<file path="src/gfmmt_pkg.sv">
// Package for the grouped fitness min/max tracker: sizes, register indexes,
// record kinds and the output record type. No dependencies.
`timescale 1ns / 1ps
`default_nettype none
package gfmmt_pkg;

    // population limits
    localparam int MAX_GROUPS = 16;
    localparam int MAX_AGENTS = 1024;

    // field and counter widths
    localparam int VALUE_W     = 32;
    localparam int INDEX_W     = 14;
    localparam int GROUP_W     = 4;
    localparam int AGENT_W     = 10;
    localparam int GROUPS_REG_W = 5;
    localparam int AGENTS_REG_W = 11;
    localparam int CFG_DATA_W  = 11;
    localparam int CFG_IDX_W   = 1;

    // output queue
    localparam int QUEUE_AW    = 2;
    localparam int QUEUE_DEPTH = 4;

    // register indexes
    localparam logic [CFG_IDX_W-1:0] REG_GROUPS_IN_USE = 1'd0;
    localparam logic [CFG_IDX_W-1:0] REG_AGENTS_IN_USE = 1'd1;

    typedef enum logic {
        KIND_GROUP  = 1'b0,
        KIND_GLOBAL = 1'b1
    } t_kind;

    typedef struct packed {
        t_kind               kind;
        logic [GROUP_W-1:0]  group;
        logic [INDEX_W-1:0]  hi_idx;
        logic [VALUE_W-1:0]  hi_val;
        logic [INDEX_W-1:0]  lo_idx;
        logic [VALUE_W-1:0]  lo_val;
        logic                last;
    } t_record;

endpackage
`default_nettype wire

</file>
<file path="src/grouped_fitness_min_max_tracker.sv">
// Grouped fitness min/max tracker, top level.
// Depends on gfmmt_pkg for sizes, register indexes and the record type.
//
// Takes one signed Q16.16 fitness word per ready cycle, group by group, and keeps
// the highest and lowest value of each group with the global agent index of
// each (first occurrence wins ties). At a group's last agent a group record
// is queued; after the last group of a round a global record follows it.
// Both records are formed in the accepting cycle and land in a 4-word output
// queue register, whose head word drives the output ports. Input ready stays
// high while the queue holds at most two words, so with a draining output the
// block takes one word every cycle as long as it makes no more than one record
// per word on average; a round of a single one-agent group makes two records
// per word, so the queue fills and input ready drops between words. A stalled
// output stops input once three or more records wait. Any register write
// restarts the round at group 0, agent 0, index 0.
`timescale 1ns / 1ps
`default_nettype none
module grouped_fitness_min_max_tracker (
    input  wire logic                                  i_clk,
    input  wire logic                                  i_rst_n,
    // configuration
    input  wire logic                                  i_cfg_we,
    input  wire logic [gfmmt_pkg::CFG_IDX_W-1:0]       i_cfg_index,
    input  wire logic [gfmmt_pkg::CFG_DATA_W-1:0]      i_cfg_data,
    // input channel
    input  wire logic                                  i_in_valid,
    output logic                                       o_in_ready,
    input  wire logic signed [gfmmt_pkg::VALUE_W-1:0]  i_fitness_value,
    // output channel
    output logic                                       o_out_valid,
    input  wire logic                                  i_out_ready,
    output logic                                       o_record_kind,
    output logic [gfmmt_pkg::GROUP_W-1:0]              o_group_number,
    output logic [gfmmt_pkg::INDEX_W-1:0]              o_highest_index,
    output logic signed [gfmmt_pkg::VALUE_W-1:0]       o_highest_value,
    output logic [gfmmt_pkg::INDEX_W-1:0]              o_lowest_index,
    output logic signed [gfmmt_pkg::VALUE_W-1:0]       o_lowest_value,
    output logic                                       o_last_of_run
);

    localparam int VW = gfmmt_pkg::VALUE_W;
    localparam int IW = gfmmt_pkg::INDEX_W;
    localparam int GW = gfmmt_pkg::GROUP_W;
    localparam int AW = gfmmt_pkg::AGENT_W;
    localparam int GRW = gfmmt_pkg::GROUPS_REG_W;
    localparam int ARW = gfmmt_pkg::AGENTS_REG_W;
    localparam int QAW = gfmmt_pkg::QUEUE_AW;
    localparam int QD  = gfmmt_pkg::QUEUE_DEPTH;

    // configuration registers (held already clamped)
    logic [GRW-1:0] r_groups;
    logic [ARW-1:0] r_agents;
    logic [GRW-1:0] n_groups_clamped;
    logic [ARW-1:0] n_agents_clamped;

    // round state
    logic [GW-1:0] r_group_cnt;
    logic [AW-1:0] r_agent_cnt;
    logic [IW-1:0] r_run_idx;
    logic [VW-1:0] r_grp_hi_val, r_grp_lo_val, r_best_hi_val, r_best_lo_val;
    logic [IW-1:0] r_grp_hi_idx, r_grp_lo_idx, r_best_hi_idx, r_best_lo_idx;

    logic [VW-1:0] n_grp_hi_val, n_grp_lo_val, n_best_hi_val, n_best_lo_val;
    logic [IW-1:0] n_grp_hi_idx, n_grp_lo_idx, n_best_hi_idx, n_best_lo_idx;

    logic accept;
    logic first_agent, first_group, group_end, run_end;
    logic [1:0] push_cnt;
    gfmmt_pkg::t_record rec_group, rec_global;

    // output queue
    gfmmt_pkg::t_record r_queue [QD];
    logic [QAW-1:0] r_wr_ptr, r_rd_ptr;
    logic [QAW:0]   r_count;
    logic           pop;
    gfmmt_pkg::t_record head;

    // clamp a register write into its legal range
    always_comb begin
        if (i_cfg_data[GRW-1:0] == '0) begin
            n_groups_clamped = GRW'(1);
        end else if (i_cfg_data[GRW-1:0] > GRW'(gfmmt_pkg::MAX_GROUPS)) begin
            n_groups_clamped = GRW'(gfmmt_pkg::MAX_GROUPS);
        end else begin
            n_groups_clamped = i_cfg_data[GRW-1:0];
        end
        if (i_cfg_data[ARW-1:0] == '0) begin
            n_agents_clamped = ARW'(1);
        end else if (i_cfg_data[ARW-1:0] > ARW'(gfmmt_pkg::MAX_AGENTS)) begin
            n_agents_clamped = ARW'(gfmmt_pkg::MAX_AGENTS);
        end else begin
            n_agents_clamped = i_cfg_data[ARW-1:0];
        end
    end

    assign o_in_ready = (r_count <= (QAW+1)'(QD - 2));
    assign accept     = i_in_valid && o_in_ready;

    // per-group and per-round extremes for the incoming word
    always_comb begin
        first_agent = (r_agent_cnt == '0);
        first_group = (r_group_cnt == '0);
        group_end   = (({1'b0, r_agent_cnt} + ARW'(1)) >= r_agents);
        run_end     = (({1'b0, r_group_cnt} + GRW'(1)) >= r_groups);

        if (first_agent || (i_fitness_value > $signed(r_grp_hi_val))) begin
            n_grp_hi_val = i_fitness_value;
            n_grp_hi_idx = r_run_idx;
        end else begin
            n_grp_hi_val = r_grp_hi_val;
            n_grp_hi_idx = r_grp_hi_idx;
        end
        if (first_agent || ($signed(r_grp_lo_val) > i_fitness_value)) begin
            n_grp_lo_val = i_fitness_value;
            n_grp_lo_idx = r_run_idx;
        end else begin
            n_grp_lo_val = r_grp_lo_val;
            n_grp_lo_idx = r_grp_lo_idx;
        end

        if (first_group || ($signed(n_grp_hi_val) > $signed(r_best_hi_val))) begin
            n_best_hi_val = n_grp_hi_val;
            n_best_hi_idx = n_grp_hi_idx;
        end else begin
            n_best_hi_val = r_best_hi_val;
            n_best_hi_idx = r_best_hi_idx;
        end
        if (first_group || ($signed(r_best_lo_val) > $signed(n_grp_lo_val))) begin
            n_best_lo_val = n_grp_lo_val;
            n_best_lo_idx = n_grp_lo_idx;
        end else begin
            n_best_lo_val = r_best_lo_val;
            n_best_lo_idx = r_best_lo_idx;
        end

        rec_group.kind   = gfmmt_pkg::KIND_GROUP;
        rec_group.group  = r_group_cnt;
        rec_group.hi_idx = n_grp_hi_idx;
        rec_group.hi_val = n_grp_hi_val;
        rec_group.lo_idx = n_grp_lo_idx;
        rec_group.lo_val = n_grp_lo_val;
        rec_group.last   = !run_end;

        rec_global.kind   = gfmmt_pkg::KIND_GLOBAL;
        rec_global.group  = '0;
        rec_global.hi_idx = n_best_hi_idx;
        rec_global.hi_val = n_best_hi_val;
        rec_global.lo_idx = n_best_lo_idx;
        rec_global.lo_val = n_best_lo_val;
        rec_global.last   = 1'b1;

        if (!accept || !group_end) begin
            push_cnt = 2'd0;
        end else if (run_end) begin
            push_cnt = 2'd2;
        end else begin
            push_cnt = 2'd1;
        end
    end

    // configuration and round counters
    always_ff @(posedge i_clk) begin
        if (!i_rst_n) begin
            r_groups    <= GRW'(1);
            r_agents    <= ARW'(1);
            r_group_cnt <= '0;
            r_agent_cnt <= '0;
            r_run_idx   <= '0;
        end else if (i_cfg_we) begin
            case (i_cfg_index)
                gfmmt_pkg::REG_GROUPS_IN_USE: r_groups <= n_groups_clamped;
                gfmmt_pkg::REG_AGENTS_IN_USE: r_agents <= n_agents_clamped;
                default: ;
            endcase
            r_group_cnt <= '0;
            r_agent_cnt <= '0;
            r_run_idx   <= '0;
        end else if (accept) begin
            if (!group_end) begin
                r_agent_cnt <= r_agent_cnt + AW'(1);
                r_run_idx   <= r_run_idx + IW'(1);
            end else begin
                r_agent_cnt <= '0;
                if (run_end) begin
                    r_group_cnt <= '0;
                    r_run_idx   <= '0;
                end else begin
                    r_group_cnt <= r_group_cnt + GW'(1);
                    r_run_idx   <= r_run_idx + IW'(1);
                end
            end
        end
    end

    // extreme values and indexes
    always_ff @(posedge i_clk) begin
        if (!i_rst_n) begin
            r_grp_hi_val  <= '0;
            r_grp_hi_idx  <= '0;
            r_grp_lo_val  <= '0;
            r_grp_lo_idx  <= '0;
            r_best_hi_val <= '0;
            r_best_hi_idx <= '0;
            r_best_lo_val <= '0;
            r_best_lo_idx <= '0;
        end else if (accept && !i_cfg_we) begin
            r_grp_hi_val <= n_grp_hi_val;
            r_grp_hi_idx <= n_grp_hi_idx;
            r_grp_lo_val <= n_grp_lo_val;
            r_grp_lo_idx <= n_grp_lo_idx;
            if (group_end) begin
                r_best_hi_val <= n_best_hi_val;
                r_best_hi_idx <= n_best_hi_idx;
                r_best_lo_val <= n_best_lo_val;
                r_best_lo_idx <= n_best_lo_idx;
            end
        end
    end

    // output queue control
    assign pop  = o_out_valid && i_out_ready;
    assign head = r_queue[r_rd_ptr];

    always_ff @(posedge i_clk) begin
        if (!i_rst_n) begin
            r_wr_ptr <= '0;
            r_rd_ptr <= '0;
            r_count  <= '0;
        end else begin
            if (i_cfg_we) begin
                r_wr_ptr <= r_wr_ptr;
                r_count  <= r_count - (QAW+1)'(pop);
            end else begin
                r_wr_ptr <= r_wr_ptr + QAW'(push_cnt);
                r_count  <= r_count + (QAW+1)'(push_cnt) - (QAW+1)'(pop);
            end
            if (pop) begin
                r_rd_ptr <= r_rd_ptr + QAW'(1);
            end
        end
    end

    // queue storage: group record first, global record behind it
    always_ff @(posedge i_clk) begin
        for (int i = 0; i < QD; i++) begin
            if (!i_cfg_we && (push_cnt != 2'd0) && (QAW'(i) == r_wr_ptr)) begin
                r_queue[i] <= rec_group;
            end
            if (!i_cfg_we && (push_cnt == 2'd2) && (QAW'(i) == r_wr_ptr + QAW'(1))) begin
                r_queue[i] <= rec_global;
            end
        end
    end

    // output word
    assign o_out_valid     = (r_count != '0);
    assign o_record_kind   = head.kind;
    assign o_group_number  = head.group;
    assign o_highest_index = head.hi_idx;
    assign o_highest_value = $signed(head.hi_val);
    assign o_lowest_index  = head.lo_idx;
    assign o_lowest_value  = $signed(head.lo_val);
    assign o_last_of_run   = head.last;

    // queue never overfills
    a_queue_bound: assert property (@(posedge i_clk) disable iff (!i_rst_n)
        r_count <= (QAW+1)'(QD))
        else $error("output queue over capacity");

    // agent counter stays inside the configured group size
    a_agent_range: assert property (@(posedge i_clk) disable iff (!i_rst_n)
        {1'b0, r_agent_cnt} < r_agents)
        else $error("agent counter beyond group size");

    // group counter stays inside the configured group count
    a_group_range: assert property (@(posedge i_clk) disable iff (!i_rst_n)
        {1'b0, r_group_cnt} < r_groups)
        else $error("group counter beyond group count");

    // a word that closes the last group queues two records
    a_two_records: assert property (@(posedge i_clk) disable iff (!i_rst_n)
        (accept && !i_cfg_we && group_end && run_end && !pop)
            |=> (r_count == $past(r_count) + (QAW+1)'(2)))
        else $error("round end did not queue group and global records");

endmodule
`default_nettype wire

</file>
<file path="config.mk">
export PLATFORM = sky130hd
export DESIGN_NAME = grouped_fitness_min_max_tracker
export DESIGN_NICKNAME = d
export VERILOG_FILES = /design/src/gfmmt_pkg.sv /design/src/grouped_fitness_min_max_tracker.sv
export SDC_FILE = /design/constraint.sdc
export NUM_CORES = 1
export LEC_CHECK = 0
export BUFFER_PORTS_ARGS = -buffer_cell sky130_fd_sc_hd__buf_4
export CORE_MARGIN = 2
export CORE_UTILIZATION = 35
export CTS_BUF_LIST = sky130_fd_sc_hd__clkbuf_8 sky130_fd_sc_hd__clkbuf_16
export DETAILED_ROUTE_END_ITERATION = 7
export GPL_TIMING_DRIVEN = 1
export PLACE_DENSITY = 0.48
export SLEW_MARGIN = 25
export SYNTH_ARGS = -nofsm -noshare
export SYNTH_HDL_FRONTEND = slang
export SYNTH_SLANG_ARGS = --single-unit
export TNS_END_PERCENT = 5
</file>
<file path="constraint.sdc">
create_clock -name i_clk -period 10.1 [get_ports i_clk]
set_input_delay 3.03 -clock i_clk [delete_from_list [all_inputs] [get_ports i_clk]]
set_output_delay 3.03 -clock i_clk [all_outputs]
set_load 0.01 [all_outputs]
</file>
==> results of run 1 <==
==> layer usage <==
| metal | GRT usage [%] | vias to the layer above | share of wire, % |
|---|---|---|---|
| li1 | - | 9924 | - |
| met1 | 26.4 | 10600 | 45 |
| met2 | 32.4 | 457 | 47 |
| met3 | 3.71 | 148 | 4.9 |
| met4 | 5.77 | 22 | 2.8 |
| met5 | 0 | - | 0.16 |
==> critical path: cells and delay by family <==
family / cells / cell delay [ns]
muxes: 1 / 0.50
buffers and inverters: 2 / 0.39
AOI/OAI and AO/OA: 9 / 3.43
and+or+nand+nor: 4 / 1.28
adders and majority gates: 2 / 0.81
==> layout by cell type (no fill, tap or decap), drive strengths merged, types with 15 or more instances in the layout <==
cell     instances
a21boi          41
a21oi          142
a22o            62
and3            15
buf            194
clkbuf          86
clkinv          16
dfxtp          243
edfxtp         386
ha             154
inv            187
mux2           273
mux2i           84
mux4            98
nand2          183
nand3           20
nand4           29
nor2           100
nor2b           67
o21ai           79
o2bb2ai        122
xor2            18
==> cell type report <==
cell class / instances / share of cell area [%]
well taps: 1186 / 4.00
multi-input cells: 1627 / 39.2
inverters: 159 / 1.61
clock inverters: 51 / 1.01
flip-flops and latches: 629 / 44.3
clock buffers: 86 / 5.52
repair buffers: 194 / 4.29
==> where the power goes <==
group	leakage [nW]	internal (mW)	switching, mW
Clock	1.29	1.59	1.08
Combinational	6.93	0.706	0.857
Sequential	5.42	2.91	0.131
Total	13.6	5.21	2.07
==> through the flow <==
| step | hold WS [ns] | power (mW) | util, % |
|---|---|---|---|
| after floorplan | 0.418 | 4.03 | - |
| after global placement | 0.442 | 4.68 | 37.9 |
| after detailed placement | 0.446 | 4.70 | 37.9 |
| after CTS | 0.454 | 7.39 | 40.6 |
| after global routing | 0.472 | 7.62 | 40.6 |
| final | 0.455 | 7.28 | 40.6 |
==> worst paths after layout <==
kind                     end  slack [ns]           startpoint  cells after the start
max           r_queue[2][52]        0.98  i_fitness_value[31]                     18
min          r_grp_hi_val[1]        0.46      r_grp_hi_val[1]                      2
max reg2reg   r_queue[2][52]        3.17     r_grp_hi_val[31]                     18
min reg2reg  r_grp_hi_val[1]        0.46      r_grp_hi_val[1]                      2
==> registers in the layout (all words and copies together) (netlist names), named ones only <==
signal,cells
r_grp_lo_idx,14
r_wr_ptr,2
r_group_cnt,4
r_best_lo_idx,14
r_groups,5
r_agent_cnt,10
r_agents,11
r_best_hi_val,32
r_rd_ptr,2
r_count,3
r_queue,392
r_run_idx,14
r_grp_lo_val,32
r_best_lo_val,32
r_grp_hi_val,32
r_best_hi_idx,14
r_grp_hi_idx,14
==> cell families after synthesis <==
kind of cell,after synthesis,synth area share [%]
compound gates,502,11.1
buf+inv,306,4.26
fa+ha+maj,155,6.03
flops,629,51.0
mux,455,19.3
simple gates,486,7.50
xor+xnor,29,0.787
==> results_dict.tcl, run 1 <==
set metrics [dict create \
    seqCellArea_sq_mm 0.0165 \
    layout-drive-gt1-share_pct 26.0 \
    syn2layout_area_growth_pct 15.1 \
    antenna_found_initial 17 \
    fin_skew_ns 0.0253 \
    cts_resized 0 \
    ys_ff_latch 629 \
    yosysMostFrequentCell "edfxtp_1" \
    rsz0062_at_grt "no" \
    overflow 0 \
    core-area_sq_mm 0.0915 \
    yosysSeqAreaShare_pct 51.0 \
    io_pins 149 \
    synthFlopType "edfxtp_1" \
    cellLeakagePower_nw 13.6 \
    numPortBuffers 148 \
    via_per_inst 5.38 \
    cts_tree "built" \
    cpMaxStageDelayCell "a2111oi_0" \
    synthesis.area_sq_mm 0.0323 \
    fmax_ghz 0.110 \
    power_density_mw_per_mm2 196 \
    max_stage_delay_ns 0.78 \
    final-setup-viol-count 0 \
    placed_cells 3795 \
    finalCritPeriodShare_pct 90.3 \
    gp_congestion 0.834 \
    min_period_ns 9.12 \
    slew_headroom_pct 28.7 \
    worstPathArrival_ns 9.47 \
    place_ws_ns 0.500 \
    die_area_sq_mm 0.0946 \
    drc 0 \
    clock_sinks 629 \
    placed_area_sq_mm 0.0347 \
    synth_area_leaders "edfxtp_1 (36%), dfxtp_1 (15%), mux2_2 (8.6%), mux4_2 (6.8%), ha_1 (6.0%)" \
    tns_ns 0 \
    synth-edff-count 386 \
    syn_nets 2766 \
    grt_usage_pct 19.7 \
    design_area_sq_mm 0.0371 \
    cts_hold_buf 0 \
    numCtsBuffers 75 \
    crit_path_start_kind "input port" \
    synthCells 2562 \
    ys_types 82 \
    drtIter0Drc 1689 \
    cts-root-buf "clkbuf_16" \
    clockBufferDepth 3 \
    clk_latency_ns 0.62 \
    vias 21200 \
    synth_common_cells "edfxtp_1 (386), mux2_2 (246), dfxtp_1 (243), nand2_1 (179), inv_1 (159)" \
    yosysWarningCount 0 \
    antenna_cells 0 \
    drv_cap 0 \
    wl_per_cell_um 23.7 \
    rows 111 \
    nFillCells 8537 \
    critPathKind "input port to flop" \
    firstDrtPassIters 5 \
    dpl.hpwl_um 58200 \
    path_max_fanout 32 \
    async_flop_share_pct 0 \
    crit_path_cell_trace "buf_4 > ha_1 > nand4_1 > nor4_1 > a21boi_0 > o221ai_4 > nand2_1 > o21ai_1 > ha_1 > a21oi_1 > o21ai_0 > a2111oi_0 > buf_4 > a31oi_1 > mux2i_2 > nor2_2 > a21o_2 > a22o_1" \
    drt_wl_total_um 93100 \
    cp-end-kind "flop" \
    cts.htree.levels 3 \
    slew_violations 0 \
    clkTransAtPathRegs_ns 0.06 \
    synth_top_cell_by_area "edfxtp_1" \
    ant_nets 0 \
    post_cts_buffers 0 \
    worstMarginPinSlew_ns 1.06 \
    status "complete, no violations" \
    grt_max_degree 80 \
    hold_viol 0 \
    final_nets 2890 \
    avgSynthCellArea_sq_um 12.6 \
    crit_required_ns 10.46 \
    die_x_um 308 \
    grt_pass1_vias 21500 \
    layout_setup_ws_ns 0.983 \
    multi_input_area_sq_mm 0.0146 \
    grt_pass1_wl_um 139000 \
    ir_drop_uv 95.3 \
    die_height_um 308 \
    layout.cells.non_filler 3932 \
    synth_top_area_share_pct 35.9 \
    hp-class "flop to flop" \
    initial_core_util_pct 35.2 \
]
(Power assumes the default switching activity.)
==> run 2: changes to the inputs <==
--- a/config.mk
+++ b/config.mk
@@ -6,14 +6,15 @@
 export NUM_CORES = 1
 export LEC_CHECK = 0
 export BUFFER_PORTS_ARGS = -buffer_cell sky130_fd_sc_hd__buf_4
+export CELL_PAD_IN_SITES_DETAIL_PLACEMENT = 1
+export CELL_PAD_IN_SITES_GLOBAL_PLACEMENT = 1
 export CORE_MARGIN = 2
 export CORE_UTILIZATION = 35
 export CTS_BUF_LIST = sky130_fd_sc_hd__clkbuf_8 sky130_fd_sc_hd__clkbuf_16
 export DETAILED_ROUTE_END_ITERATION = 7
 export GPL_TIMING_DRIVEN = 1
-export PLACE_DENSITY = 0.48
+export PLACE_DENSITY = 0.56
 export SLEW_MARGIN = 25
 export SYNTH_ARGS = -nofsm -noshare
 export SYNTH_HDL_FRONTEND = slang
 export SYNTH_SLANG_ARGS = --single-unit
-export TNS_END_PERCENT = 5
==> results_dict.tcl, run 2 (synthesis gave the netlist of run 1 again) <==
set metrics [dict create \
    dr_wl_met3_um 3890 \
    final_cell_mix "edfxtp_1 (386), mux2_2 (246), dfxtp_1 (241)" \
    syn2layout_area_growth_pct 15.4 \
    drv_cap 0 \
    worstMarginPinSlew_ns 1.11 \
    cpMaxStageDelayCell "a2111oi_0" \
    largest_reg_flops 392 \
    finalCritPeriodShare_pct 94.7 \
    grt_pass1_wl_um 148000 \
    final_nets 2897 \
    min_period_ns 9.57 \
    ir_drop_uv 113 \
    fmax_ghz 0.105 \
    top_register "r_queue" \
    hp-class "flop to flop" \
    firstDrtPassIters 4 \
    antenna_found_initial 9 \
    grt_max_degree 75 \
    overflow 0 \
    clk_latency_ns 0.63 \
    critPathKind "input port to flop" \
    design_area_sq_mm 0.0372 \
    fin_util_pct 40.7 \
    cts_tree "built" \
    drc 0 \
    cts.htree.levels 3 \
    drtIter0Drc 1004 \
    io_pins 149 \
    path_max_fanout 38 \
    crit_path_cell_trace "buf_4 > ha_1 > nand4_1 > nor4_2 > a21boi_0 > a2111oi_2 > o221ai_4 > buf_12 > nand2_1 > o21ai_1 > ha_1 > nand4_1 > inv_1 > a2111oi_0 > a31oi_1 > mux2i_2 > nor2_2 > a21o_1 > buf_4 > a22o_1" \
    grt_pass1_vias 23200 \
    rows 111 \
    core-area_sq_mm 0.0915 \
    tns_ns 0 \
    numCtsBuffers 78 \
    met2_length_um 47600 \
    seqCellArea_sq_mm 0.0165 \
    rsz0062_at_grt "no" \
    post_cts_buffers 0 \
    layout-drive-gt1-share_pct 26.3 \
    cp-end-kind "flop" \
    slew_violations 0 \
    rr_worst_depth 20 \
    multi_input_area_sq_mm 0.0145 \
    whs_path_depth 2 \
    dpl.hpwl_um 62700 \
    clock_sinks 629 \
    cellLeakagePower_nw 13.7 \
    wl_per_cell_um 24.8 \
    clkTransAtPathRegs_ns 0.06 \
    place_ws_ns 0.0307 \
    placed_area_sq_mm 0.0347 \
    hold_viol 0 \
    wl_met1_um 43600 \
    die_height_um 308 \
    cts_resized 0 \
    numPortBuffers 148 \
    whs_endpoint "r_queue[2][97]" \
    cts-root-buf "clkbuf_16" \
    gp_congestion 0.786 \
    die_x_um 308 \
    worstPathArrival_ns 10.07 \
    grt_usage_pct 20.8 \
    die_area_sq_mm 0.0946 \
    initial_core_util_pct 35.2 \
    r2r_end "r_queue[2][52]" \
    power_density_mw_per_mm2 198 \
    nFillCells 9582 \
    final-setup-viol-count 0 \
    via_per_inst 5.42 \
    hp-start "r_queue[2][97]" \
    crit_path_start_kind "input port" \
    drt_wl_total_um 98000 \
    slew_headroom_pct 24.1 \
    top_layer "met5" \
    whs_ns 0.454 \
    clockBufferDepth 3 \
    r2r_slack_ns 2.70 \
    layout_setup_ws_ns 0.531 \
    max_stage_delay_ns 0.94 \
    final_common_cell "edfxtp_1" \
    cts_hold_buf 0 \
    status "complete, no violations" \
    timing.rr.start "r_grp_hi_val[15]" \
    crit_required_ns 10.60 \
    fin_skew_ns 0.0242 \
    ant_nets 0 \
    vias 21400 \
]
## run 2: changes by cell type in the layout (fill, tap and decap cells not counted), moves of 3 or more
cell,before,now
clkbuf_16,77,81
clkinv_1,7,10
buf_4,183,187
clkinv_2,9,12
inv_1,185,181
## run 2: how the worst max path moves through the flow
| stage | startpoint | end | slack [ns] |
|---|---|---|---|
| global route | i_fitness_value[13] | r_queue[2][52] | 0.16 |
| global placement | i_fitness_value[9] | r_queue[2][53] | 0.006 |
| finish | i_fitness_value[15] | r_queue[2][52] | 0.53 |
| CTS | i_fitness_value[14] | r_queue[2][77] | 0.66 |
| detailed placement | i_fitness_value[14] | r_queue[2][53] | 0.03 |
| floorplan | i_in_valid | r_queue[0][0] | 1.07 |
## run 2: cell type report
class / count / area share [%]
Clock inverter: 53 / 0.961
Timing Repair Buffer: 198 / 4.36
Multi-Input combinational cell: 1627 / 39.1
Antenna cell: 2 / 0.0134
Tap cell: 1186 / 3.98
Clock buffer: 91 / 5.81
Inverter: 159 / 1.60
Sequential cell: 629 / 44.2
## run 2: power breakdown
group	switching, mW	internal, mW	total, mW
Combinational	0.875	0.713	1.59
Clock	1.13	1.62	2.75
Sequential	0.128	2.91	3.04
## run 2: worst max-delay path: cells and delay by family
family,cells,cell delay (ns)
buf+inv,4,0.89
compound gates,8,3.64
simple gates,5,1.46
mux,1,0.33
fa+ha+maj,2,0.66
## run 2: layer usage
layer / vias to the layer above / track usage, %
li1: 9925 / -
met1: 11000 / 26.8
met2: 345 / 35.6
met3: 156 / 3.28
met4: 14 / 6.93
met5: - / 0
## run 2: through the flow
step	std cells	total power, mW
2_1_floorplan	2562	4.03
4_1_cts	3942	7.49
6_report	3945	7.38
3_5_place_dp	3798	4.72
5_1_grt	3943	7.72
3_3_place_gp	3798	4.69
